**config.mk**
```make
export PLATFORM = sky130hd
export DESIGN_NAME = lcht_ctrl
export DESIGN_NICKNAME = d
export VERILOG_FILES = /design/src/hw/rtl/lcht_pkg.sv /design/src/hw/rtl/lcht_ctrl.sv
export SDC_FILE = /design/constraint.sdc
export NUM_CORES = 1
export LEC_CHECK = 0
export ABC_CLOCK_PERIOD_IN_PS = 2090
export BUFFER_PORTS_ARGS = -buffer_cell sky130_fd_sc_hd__buf_2
export CAP_MARGIN = 20
export CELL_PAD_IN_SITES_DETAIL_PLACEMENT = 1
export CELL_PAD_IN_SITES_GLOBAL_PLACEMENT = 1
export CORE_ASPECT_RATIO = 1.2
export CORE_UTILIZATION = 35
export DETAILED_ROUTE_END_ITERATION = 12
export HOLD_SLACK_MARGIN = 0.08
export PLACE_DENSITY_LB_ADDON = 0.1
export SLEW_MARGIN = 20
export SYNTH_ARGS = -nofsm -noshare
export SYNTH_HDL_FRONTEND = slang
export SYNTH_SLANG_ARGS = --single-unit
```
**constraint.sdc**
```tcl
create_clock -name clk -period 2.09 [get_ports clk]
set_input_delay 0.1045 -clock clk [delete_from_list [all_inputs] [get_ports clk]]
set_output_delay 0.1045 -clock clk [all_outputs]
set_load 0.05 [all_outputs]
```
**src/hw/rtl/lcht_pkg.sv**
```systemverilog
// Shared types and constants for the line envelope tree.
// No dependencies; every other file but lcht_ram imports this package.
`default_nettype none
package lcht_pkg;

  localparam int SIZE    = 1024;
  localparam int IDX_W   = $clog2(SIZE);
  localparam int NODES   = 2 * SIZE - 1;
  localparam int NODE_AW = $clog2(NODES);
  localparam int KW      = IDX_W + 2;
  localparam logic signed [63:0] EMPTY_RESET = 64'sd1000000000000000000;

  typedef enum logic [1:0] {
    CMD_CLEAR = 2'd0,
    CMD_WRITE = 2'd1,
    CMD_ADD   = 2'd2,
    CMD_QUERY = 2'd3
  } cmd_t;

  typedef enum logic {
    CFG_SELECT_MIN = 1'b0,
    CFG_EMPTY_ICPT = 1'b1
  } cfg_reg_t;

  typedef enum logic [1:0] {
    CS_L    = 2'd0,
    CS_M    = 2'd1,
    CS_R    = 2'd2,
    CS_SLOT = 2'd3
  } coord_sel_t;

  typedef enum logic [3:0] {
    S_CLR, S_IDLE,
    S_A_NODE, S_A_RD, S_A_X, S_A_MN, S_A_MO, S_A_CMP, S_A_DEC,
    S_Q_RD, S_Q_X, S_Q_NODE, S_Q_LD, S_Q_MUL, S_Q_ACC, S_Q_OUT
  } state_t;

  // Controller to datapath
  typedef struct packed {
    logic       clr_start;
    logic       clr_step;
    logic       coord_we;
    logic       ld_item;
    coord_sel_t csel;
    logic       ld_x;
    logic       ld_old;
    logic       mul_old;
    logic       ld_vn;
    logic       ld_flag;
    logic [1:0] flag_idx;
    logic       step;
    logic       q_init;
    logic       q_acc;
    logic       q_up;
    logic       out_load;
  } dp_cmd_t;

  // Datapath to controller
  typedef struct packed {
    logic add_stop;
    logic k_zero;
    logic clr_last;
    logic out_busy;
  } dp_stat_t;

endpackage
`default_nettype wire

```
**src/hw/rtl/lcht_ctrl.sv**
```systemverilog
// Controller state machine sequencing clear, write, add and query over the datapath.
// Depends on lcht_pkg.
`default_nettype none
module lcht_ctrl import lcht_pkg::*; (
  input  wire logic     clk,
  input  wire logic     rst_n,
  input  wire logic     in_valid,
  input  wire logic [1:0] in_cmd,
  output logic          in_ready,
  output dp_cmd_t       cmd,
  input  wire dp_stat_t stat
);
  state_t     state_r, state_nxt;
  logic [1:0] j_r, j_nxt;
  logic       acc;

  always_ff @(posedge clk) begin
    if (!rst_n) begin
      state_r <= S_CLR;
      j_r     <= '0;
    end else begin
      state_r <= state_nxt;
      j_r     <= j_nxt;
    end
  end

  assign in_ready = (state_r == S_IDLE);
  assign acc      = in_valid & in_ready;

  // next state and commands
  always_comb begin
    state_nxt    = state_r;
    j_nxt        = j_r;
    cmd          = '0;
    cmd.csel     = coord_sel_t'(j_r);
    cmd.flag_idx = j_r;
    unique case (state_r)
      S_CLR: begin
        cmd.clr_step = 1'b1;
        if (stat.clr_last) state_nxt = S_IDLE;
      end
      S_IDLE: begin
        if (acc) begin
          cmd.ld_item = 1'b1;
          unique case (cmd_t'(in_cmd))
            CMD_CLEAR: begin
              cmd.clr_start = 1'b1;
              state_nxt     = S_CLR;
            end
            CMD_WRITE: cmd.coord_we = 1'b1;
            CMD_ADD: begin
              j_nxt     = '0;
              state_nxt = S_A_NODE;
            end
            default: state_nxt = S_Q_RD;
          endcase
        end
      end
      S_A_NODE: state_nxt = S_A_X;
      S_A_RD:   state_nxt = S_A_X;
      S_A_X: begin
        cmd.ld_x   = 1'b1;
        cmd.ld_old = 1'b1;
        state_nxt  = S_A_MN;
      end
      S_A_MN: state_nxt = S_A_MO;
      S_A_MO: begin
        cmd.ld_vn   = 1'b1;
        cmd.mul_old = 1'b1;
        state_nxt   = S_A_CMP;
      end
      S_A_CMP: begin
        cmd.ld_flag = 1'b1;
        if (j_r == 2'd2) begin
          state_nxt = S_A_DEC;
        end else begin
          j_nxt     = j_r + 1'b1;
          state_nxt = S_A_RD;
        end
      end
      S_A_DEC: begin
        cmd.step  = 1'b1;
        j_nxt     = '0;
        state_nxt = stat.add_stop ? S_IDLE : S_A_NODE;
      end
      S_Q_RD: begin
        cmd.csel  = CS_SLOT;
        state_nxt = S_Q_X;
      end
      S_Q_X: begin
        cmd.csel   = CS_SLOT;
        cmd.ld_x   = 1'b1;
        cmd.q_init = 1'b1;
        state_nxt  = S_Q_NODE;
      end
      S_Q_NODE: state_nxt = S_Q_LD;
      S_Q_LD: begin
        cmd.ld_old = 1'b1;
        state_nxt  = S_Q_MUL;
      end
      S_Q_MUL: begin
        cmd.mul_old = 1'b1;
        state_nxt   = S_Q_ACC;
      end
      S_Q_ACC: begin
        cmd.q_acc = 1'b1;
        if (stat.k_zero) begin
          state_nxt = S_Q_OUT;
        end else begin
          cmd.q_up  = 1'b1;
          state_nxt = S_Q_NODE;
        end
      end
      S_Q_OUT: begin
        if (!stat.out_busy) begin
          cmd.out_load = 1'b1;
          state_nxt    = S_IDLE;
        end
      end
      default: state_nxt = S_IDLE;
    endcase
  end

`ifndef SYNTHESIS
  a_j_range: assert property (@(posedge clk) disable iff (!rst_n) j_r != 2'd3)
    else $error("level point counter out of range");
  a_add_start: assert property (@(posedge clk) disable iff (!rst_n)
      (acc && in_cmd == CMD_ADD) |=> state_r == S_A_NODE)
    else $error("add transaction did not start descent");
  a_no_overwrite: assert property (@(posedge clk) disable iff (!rst_n)
      cmd.out_load |-> !stat.out_busy)
    else $error("result overwritten before taken");
  a_clear_sweep: assert property (@(posedge clk) disable iff (!rst_n)
      cmd.clr_step |-> (!cmd.step && !cmd.ld_item))
    else $error("node write conflict during clear");
`endif
endmodule
`default_nettype wire

```
==> flow_metrics.py, run 1 <==
metrics = {
    "synthesis": {
        "synth-seq-cells": 6,
        "synth-edff-count": 0,
        "synthMuxAreaShare": 0,
        "synthArstFlopShare": 0,
        "synthFlopType": "dfxtp_1",
        "synth_nets": 107,
        "synth_compound_area_frac": 0.242,
        "syn_avg_cell_area_um2": 7.31,
        "synth_cell_type_count": 38,
        "synth_xor_area_frac": 0.0123,
        "ys_warn_count": 0,
        "syn_inst": 97,
        "yosys.area_share.simple": 0.423,
        "synth_adder_area_share": 0.0176,
        "synth_top_family_by_area": "simple AND/OR/NAND/NOR gates",
        "syn-cell-area_um2": 709,
        "yosysSeqAreaShare": 0.169,
    },
    "timing": {
        "rsz0062_at_grt": "false",
        "timing.final.crit_share": 0.924,
        "fmax_ghz": 0.518,
        "max_slew_margin": 0.497,
        "hold_violations": 0,
        "skew_ns": 0.00196,
        "slew_viol_final": 0,
        "min_period_ns": 1.93,
        "worstMarginPinSlew_ns": 0.754,
        "fin_tns_setup_ns": 0,
        "setup_viol": 0,
    },
    "cts": {
        "cts-hold-fix-buffers": 0,
        "postCtsSetupBuffers": 0,
        "cts_tree": "done",
        "cts_sinks": 6,
        "post_cts_resized": 0,
        "cts-root-buf": "clkbuf_4",
        "htree_levels": 1,
        "clkLatencyLatePin_ns": 0.24,
        "numCtsBuffers": 3,
        "cts.path.max_buffers": 2,
        "clkSlewWorstSetupHoldPaths_ns": 0.05,
    },
    "final_layout": {
        "nets": 133,
        "final_common_cell": "buf_2",
        "num_antenna_cells": 0,
        "syn_to_final_growth_pct": 18.0,
        "stdcell_area_um2": 837,
        "final_layout_size_suffix_gt1_frac": 0.355,
        "layout_common_cells": "buf_2 (27), nand2_1 (11), a21oi_1 (9)",
    },
    "drt": {
        "drc": 0,
        "wl_per_cell_um": 14.0,
        "drt-vias-per-instance": 5.54,
        "drt-initial-drc-count": 8,
        "via_count": 775,
        "ant_nets": 0,
        "dr.pass1.iters": 4,
        "wl_um": 1960,
    },
    "critical_path": {
        "critical_path.top_delay_family": "flip-flops",
        "cpPeakStageDelay_ns": 0.80,
        "cp_slowest_cell": "dfxtp_1",
        "arrival_ns": 1.83,
        "critPathKind": "register to output port",
        "crit_buf_inv": 1,
        "crit_path_end_kind": "output port",
        "required_ns": 1.99,
        "cp_max_fo": 18,
        "cp_cell_sequence": "nand2_2 > nor3_2 > buf_2",
        "critPathLaunchType": "register",
    },
    "grt": {
        "grt-ovfl-total": 0,
        "grt_pass1_wl_um": 3390,
        "grt_max_degree": 19,
        "track_usage": 0.196,
        "antenna_found_initial": 0,
        "grt_pass1_vias": 737,
    },
    "placed_design": {
        "place.gp.congestion": 0.776,
        "io_buffers": 27,
        "place_area_um2": 815,
        "dp_hpwl_um": 1480,
    },
    "run_status": {
        "outcome": "completed",
    },
    "power_and_ir_drop": {
        "p_per_area_mw_per_mm2": 403,
        "ir_worst_vdd_mv": 0.149,
        "leakage_uw": 0.000427,
    },
    "die": {
        "start_util": 0.379,
        "row_count": 17,
        "coreArea_mm2": 0.00187,
        "io_pins": 28,
        "die_h_um": 51.3,
        "dieArea_mm2": 0.00221,
        "die_w_um": 43.1,
    },
    "run": {
        "maxCapViolCount": 0,
    },
    "min_path": {
        "min_path_type": "primary input to register",
    },
}
## metal layers
metal | up-vias | GRT usage | part of all wire
li1 | 388 | - | -
met1 | 358 | 0.247 | 0.43
met2 | 27 | 0.338 | 0.51
met3 | 2 | 0.0212 | 0.048
met4 | 0 | 0.0707 | 0.010
met5 | - | 0 | 0
## report_power, final
part	internal [µW]	switching (µW)	total [µW]
logic	37.2	63.8	101
registers	117	9.47	127
clock network	65.1	44.2	109
## final timing paths
kind	startpoint	end	slack, ns	cells past startpoint
worst max-delay path	state_r[1]	cmd[0]	0.16	3
worst max register to register	state_r[1]	state_r[0]	0.44	4
worst min register to register	j_r[1]	j_r[1]	0.55	2
worst min-delay path	rst_n	j_r[0]	0.15	3
## cell usage after synthesis, types with 3 or more instances
cell	count	area [µm²]
a21oi_1	9	45.0
buf_6	5	56.3
dfxtp_1	6	120
inv_1	6	22.5
nand2_1	11	41.3
nand2b_1	3	18.8
nand3b_1	3	22.5
nor2_1	7	26.3
nor3_1	5	25.0
o21ai_0	8	40.0
## tightest hold or removal path: cells and delay by family
family,cells,cell delay [ns]
AND/OR/NAND/NOR,1,0.07
buffers and inverters,1,0.14
AO/OA/AOI/OAI,1,0.03
## sequential cells by signal (all words and copies together) (netlist names)
signal   cells
j_r          2
state_r      4
## cell families (layout without fill, tap and decap cells)
family                     after synthesis  count (layout)
and+or+nand+nor                         47              47
AOI/OAI and AO/OA                       28              28
buffers and inverters                   14              38
DFF                                      6               6
adders and majority gates                1               1
xor gates and xnor gates                 1               1
## stage by stage
step,std cells,total power (µW),hold slack [ns],utilization,setup WS [ns]
2_1_floorplan,97,203,0.221,-,-0.00635
3_3_place_gp,137,229,0.398,0.435,0.512
3_5_place_dp,137,230,0.409,0.435,0.445
4_1_cts,140,340,0.154,0.447,0.186
5_1_grt,140,357,0.184,0.447,0.0337
6_report,140,337,0.153,0.447,0.158
## layout make-up
| type | count | area (µm²) |
|---|---|---|
| clock buffer | 3 | 22.5 |
| sequential | 6 | 120 |
| tap | 19 | 23.8 |
| timing repair buffer | 29 | 150 |
| inverter | 6 | 22.5 |
| multi-input combinational | 77 | 498 |
| fill | 269 | 1030 |
Note: power is estimated with default switching activity, not from simulation.
==> run 2, diff against run 1 <==
--- a/config.mk
+++ b/config.mk
@@ -11,6 +11,7 @@
 export CELL_PAD_IN_SITES_DETAIL_PLACEMENT = 1
 export CELL_PAD_IN_SITES_GLOBAL_PLACEMENT = 1
 export CORE_ASPECT_RATIO = 1.2
+export CORE_MARGIN = 2
 export CORE_UTILIZATION = 35
 export DETAILED_ROUTE_END_ITERATION = 12
 export HOLD_SLACK_MARGIN = 0.08
==> flow_metrics.py, run 2 (synthesized netlist as in run 1, its figures left out) <==
metrics = {
    "run_status": {
        "outcome": "completed",
    },
    "timing": {
        "hold_violations": 0,
        "fin_tns_setup_ns": 0,
        "setup_viol": 0,
        "timing.final.crit_share": 0.906,
        "rsz0062_at_grt": "false",
        "fmax_ghz": 0.528,
        "min_period_ns": 1.89,
        "worstMarginPinSlew_ns": 0.730,
        "max_slew_margin": 0.513,
        "skew_ns": 0.00130,
        "slew_viol_final": 0,
    },
    "min_path": {
        "hold_start": "rst_n",
        "min_path_type": "primary input to register",
        "holdPathStages": 3,
        "hold-path-endpoint": "j_r[0]",
    },
    "grt": {
        "grt_pass1_wl_um": 3200,
        "grt-ovfl-total": 0,
        "grt_max_degree": 21,
        "antenna_found_initial": 0,
        "track_usage": 0.183,
        "grt_pass1_vias": 746,
    },
    "final_layout": {
        "top_register": "state_r",
        "syn_to_final_growth_pct": 16.9,
        "utilization": 0.443,
        "fin_cells": 139,
        "top_regs": "state_r: 4 flops, j_r: 2 flops",
        "nets": 132,
        "final_layout_size_suffix_gt1_frac": 0.350,
        "largest_reg_flops": 4,
        "final_common_cell": "buf_2",
        "layout_common_cells": "buf_2 (27), nand2_1 (11), a21oi_1 (9)",
        "num_antenna_cells": 0,
    },
    "placed_design": {
        "place_inst": 136,
        "place.gp.congestion": 0.773,
        "dp_hpwl_um": 1440,
        "io_buffers": 27,
    },
    "critical_path": {
        "reg2reg_setup_slack_ns": 0.45,
        "critPathKind": "register to output port",
        "critPathLaunchType": "register",
        "r2r-end": "state_r[0]",
        "crit_path_end_kind": "output port",
        "reg2regPathDepth": 4,
        "timing.rr.start": "state_r[1]",
        "required_ns": 1.99,
        "cp_max_fo": 18,
        "arrival_ns": 1.79,
    },
    "power_and_ir_drop": {
        "p_per_area_mw_per_mm2": 399,
        "p_int_uw": 217,
        "ir_worst_vdd_mv": 0.132,
        "seqPwrFrac": 0.365,
        "combPwrFrac": 0.312,
        "p_sw_uw": 113,
        "leakage_uw": 0.000422,
        "clkPwrFrac": 0.323,
        "swShare": 0.343,
    },
    "drt": {
        "drt-vias-per-instance": 5.57,
        "via_count": 774,
        "wl_per_cell_um": 13.7,
        "ant_nets": 0,
        "drt-initial-drc-count": 8,
        "dr.pass1.iters": 4,
        "wl_um": 1910,
        "drc": 0,
    },
    "die": {
        "io_pins": 28,
        "row_count": 17,
        "coreArea_mm2": 0.00187,
        "dieArea_mm2": 0.00240,
        "start_util": 0.379,
        "die_h_um": 53.3,
        "die_w_um": 45.1,
    },
    "cts": {
        "cts-hold-fix-buffers": 0,
        "cts_tree": "done",
        "cts.path.max_buffers": 2,
        "post_cts_resized": 0,
        "numCtsBuffers": 3,
        "clkLatencyLatePin_ns": 0.24,
        "htree_levels": 1,
        "clkSlewWorstSetupHoldPaths_ns": 0.05,
        "postCtsSetupBuffers": 0,
        "cts-root-buf": "clkbuf_4",
        "cts_sinks": 6,
    },
    "run": {
        "maxCapViolCount": 0,
    },
}
## run 2: per-layer routing
| layer | vias up | wire length [µm] | GRT usage |
|---|---|---|---|
| li1 | 384 | - | - |
| met1 | 364 | 805 | 0.204 |
| met5 | - | 0 | 0 |
| met4 | 0 | 27 | 0.103 |
| met2 | 24 | 969 | 0.321 |
| met3 | 2 | 106 | 0.0239 |
## run 2: worst max-delay path, cell delays in order (launching register included)
cell and delay (ns):
dfxtp_1 0.78, nand2_2 0.23, nor3_2 0.23, buf_2 0.29
## run 2: area by class of cell
| class | instances | area [µm²] |
|---|---|---|
| fillers | 263 | 1040 |
| well taps | 19 | 23.8 |
| multi-input cells | 77 | 498 |
| inverters | 6 | 22.5 |
| flip-flops and latches | 6 | 120 |
| repair buffers | 28 | 143 |
| clock buffers | 3 | 22.5 |
## run 2: how the worst max path moves through the flow
stage,from,to,slack (ns),cells past startpoint
2_1_floorplan,state_r[1],cmd[15],-0.006,4
3_3_place_gp,state_r[1],cmd[0],0.51,3
3_5_place_dp,state_r[1],cmd[0],0.46,3
4_1_cts,state_r[1],cmd[0],0.20,3
5_1_grt,state_r[1],cmd[0],0.06,3
6_report,state_r[1],cmd[0],0.20,3
## run 2: power by group through the flow
| stage | combinational (µW) | clock (µW) | sequential [µW] |
|---|---|---|---|
| floorplan | 82.3 | 0 | 121 |
| global placement | 103 | 0 | 123 |
| detailed placement | 103 | 0 | 123 |
| CTS | 104 | 115 | 121 |
| global route | 111 | 122 | 121 |
| finish | 103 | 107 | 121 |
## run 2: metrics by stage
| stage | total power (µW) | hold WS, ns | area, µm² | worst slack [ns] |
|---|---|---|---|---|
| 6_report | 331 | 0.135 | 830 | 0.197 |
| 5_1_grt | 354 | 0.149 | 830 | 0.0581 |
| 4_1_cts | 340 | 0.128 | 830 | 0.195 |
| 3_5_place_dp | 226 | 0.392 | 807 | 0.462 |
| 3_3_place_gp | 226 | 0.398 | 807 | 0.507 |
| 2_1_floorplan | 203 | 0.221 | 714 | -0.00635 |
==> run 3, diff against run 2 <==
--- a/config.mk
+++ b/config.mk
@@ -8,14 +8,11 @@
 export ABC_CLOCK_PERIOD_IN_PS = 2090
 export BUFFER_PORTS_ARGS = -buffer_cell sky130_fd_sc_hd__buf_2
 export CAP_MARGIN = 20
-export CELL_PAD_IN_SITES_DETAIL_PLACEMENT = 1
-export CELL_PAD_IN_SITES_GLOBAL_PLACEMENT = 1
-export CORE_ASPECT_RATIO = 1.2
 export CORE_MARGIN = 2
-export CORE_UTILIZATION = 35
+export CORE_UTILIZATION = 51
 export DETAILED_ROUTE_END_ITERATION = 12
 export HOLD_SLACK_MARGIN = 0.08
-export PLACE_DENSITY_LB_ADDON = 0.1
+export PLACE_DENSITY = 0.83
 export SLEW_MARGIN = 20
 export SYNTH_ARGS = -nofsm -noshare
 export SYNTH_HDL_FRONTEND = slang
==> flow_metrics.py, run 3 (synthesized netlist as in run 1, its figures left out) <==
metrics = {
    "die": {
        "io_pins": 28,
        "row_count": 13,
        "die_h_um": 41.3,
        "die_w_um": 41.3,
        "coreArea_mm2": 0.00130,
        "start_util": 0.545,
        "dieArea_mm2": 0.00171,
    },
    "cts": {
        "cts-root-buf": "clkbuf_4",
        "post_cts_resized": 0,
        "cts_sinks": 6,
        "postCtsSetupBuffers": 0,
        "numCtsBuffers": 3,
        "cts.path.max_buffers": 2,
        "clkSlewWorstSetupHoldPaths_ns": 0.05,
        "cts_tree": "done",
        "clkLatencyLatePin_ns": 0.25,
        "htree_levels": 1,
        "cts-hold-fix-buffers": 0,
    },
    "power_and_ir_drop": {
        "leakage_uw": 0.000422,
        "ir_worst_vdd_mv": 0.270,
        "p_per_area_mw_per_mm2": 407,
    },
    "critical_path": {
        "cpPeakStageDelay_ns": 0.72,
        "cp_slowest_cell": "dfxtp_1",
        "arrival_ns": 1.78,
        "critPathKind": "register to output port",
        "required_ns": 1.99,
        "timing.rr.start": "state_r[1]",
        "r2r-end": "state_r[3]",
        "reg2regPathDepth": 4,
        "critPathLaunchType": "register",
        "crit_path_end_kind": "output port",
        "cp_cell_sequence": "nand2_1 > o21ai_0 > and2_1 > buf_2",
        "reg2reg_setup_slack_ns": 0.48,
        "cp_max_fo": 18,
    },
    "final_layout": {
        "num_antenna_cells": 0,
        "nets": 132,
        "top_register": "state_r",
        "layout_common_cells": "buf_2 (27), nand2_1 (11), a21oi_1 (9)",
        "final_common_cell": "buf_2",
        "top_regs": "state_r: 4 flops, j_r: 2 flops",
        "largest_reg_flops": 4,
        "syn_to_final_growth_pct": 16.2,
        "final_layout_size_suffix_gt1_frac": 0.350,
    },
    "drt": {
        "drc": 0,
        "ant_nets": 0,
        "wl_um": 1620,
        "drt-initial-drc-count": 22,
        "wl_per_cell_um": 12.0,
        "drt-vias-per-instance": 5.62,
        "dr.pass1.iters": 4,
        "via_count": 759,
    },
    "placed_design": {
        "place.gp.congestion": 0.857,
        "dp_hpwl_um": 1210,
        "io_buffers": 27,
    },
    "timing": {
        "rsz0062_at_grt": "false",
        "setup_viol": 0,
        "skew_ns": 0.00338,
        "fmax_ghz": 0.530,
        "worstMarginPinSlew_ns": 0.695,
        "hold_violations": 0,
        "max_slew_margin": 0.536,
        "min_period_ns": 1.89,
        "slew_viol_final": 0,
        "timing.final.crit_share": 0.902,
        "whs_ns": 0.123,
        "fin_tns_setup_ns": 0,
    },
    "grt": {
        "grt_pass1_wl_um": 2440,
        "grt-ovfl-total": 0,
        "grt_pass1_vias": 534,
        "track_usage": 0.221,
        "antenna_found_initial": 0,
        "grt_max_degree": 19,
    },
    "run_status": {
        "outcome": "completed",
    },
    "min_path": {
        "min_path_type": "primary input to register",
        "holdPathStages": 3,
        "hold-path-endpoint": "j_r[0]",
        "hold_start": "rst_n",
    },
    "run": {
        "maxCapViolCount": 0,
    },
}
run 3: area by class of cell:
| class | instances | area (µm²) |
|---|---|---|
| inverter | 6 | 22.5 |
| multi-input combinational | 77 | 498 |
| clock buffer | 3 | 22.5 |
| tap | 15 | 18.8 |
| timing repair buffer | 28 | 143 |
| sequential | 6 | 120 |
| fill | 128 | 477 |
run 3: layer usage:
| metal | wire (µm) | GRT usage | up-vias |
|---|---|---|---|
| met5 | 0 | 0 | - |
| li1 | - | - | 386 |
| met2 | 709 | 0.301 | 34 |
| met3 | 101 | 0.0372 | 4 |
| met4 | 31 | 0.0968 | 0 |
| met1 | 774 | 0.332 | 335 |
run 3: worst max-delay path by stage:
| stage | startpoint | to | slack (ns) |
|---|---|---|---|
| finish | state_r[3] | cmd[9] | 0.20 |
| detailed placement | state_r[1] | state_r[3] | 0.50 |
| floorplan | state_r[1] | cmd[15] | -0.006 |
| CTS | state_r[3] | cmd[9] | 0.24 |
| global route | state_r[1] | cmd[0] | 0.07 |
| global placement | state_r[1] | cmd[0] | 0.52 |
run 3: per-stage QoR:
| stage | total power [µW] | instances | area [µm²] | utilization | setup slack, ns |
|---|---|---|---|---|---|
| floorplan | 203 | 97 | 714 | - | -0.00635 |
| global placement | 222 | 132 | 802 | 0.616 | 0.522 |
| CTS | 335 | 135 | 825 | 0.634 | 0.236 |
| global route | 347 | 135 | 825 | 0.634 | 0.0716 |
| detailed placement | 224 | 132 | 802 | 0.616 | 0.505 |
| finish | 335 | 135 | 825 | 0.634 | 0.204 |
run 3: worst max-delay path, delay by kind of cell (launching register included):
family,cells,cell delay [ns]
DFF,1,0.72
and+or+nand+nor,2,0.34
buffers and inverters,1,0.26
AOI/OAI and AO/OA,1,0.21
run 3: power breakdown:
group	internal, µW	switching (µW)
Sequential	117	10.0
Combinational	34.9	60.8
Clock	65.3	47.2
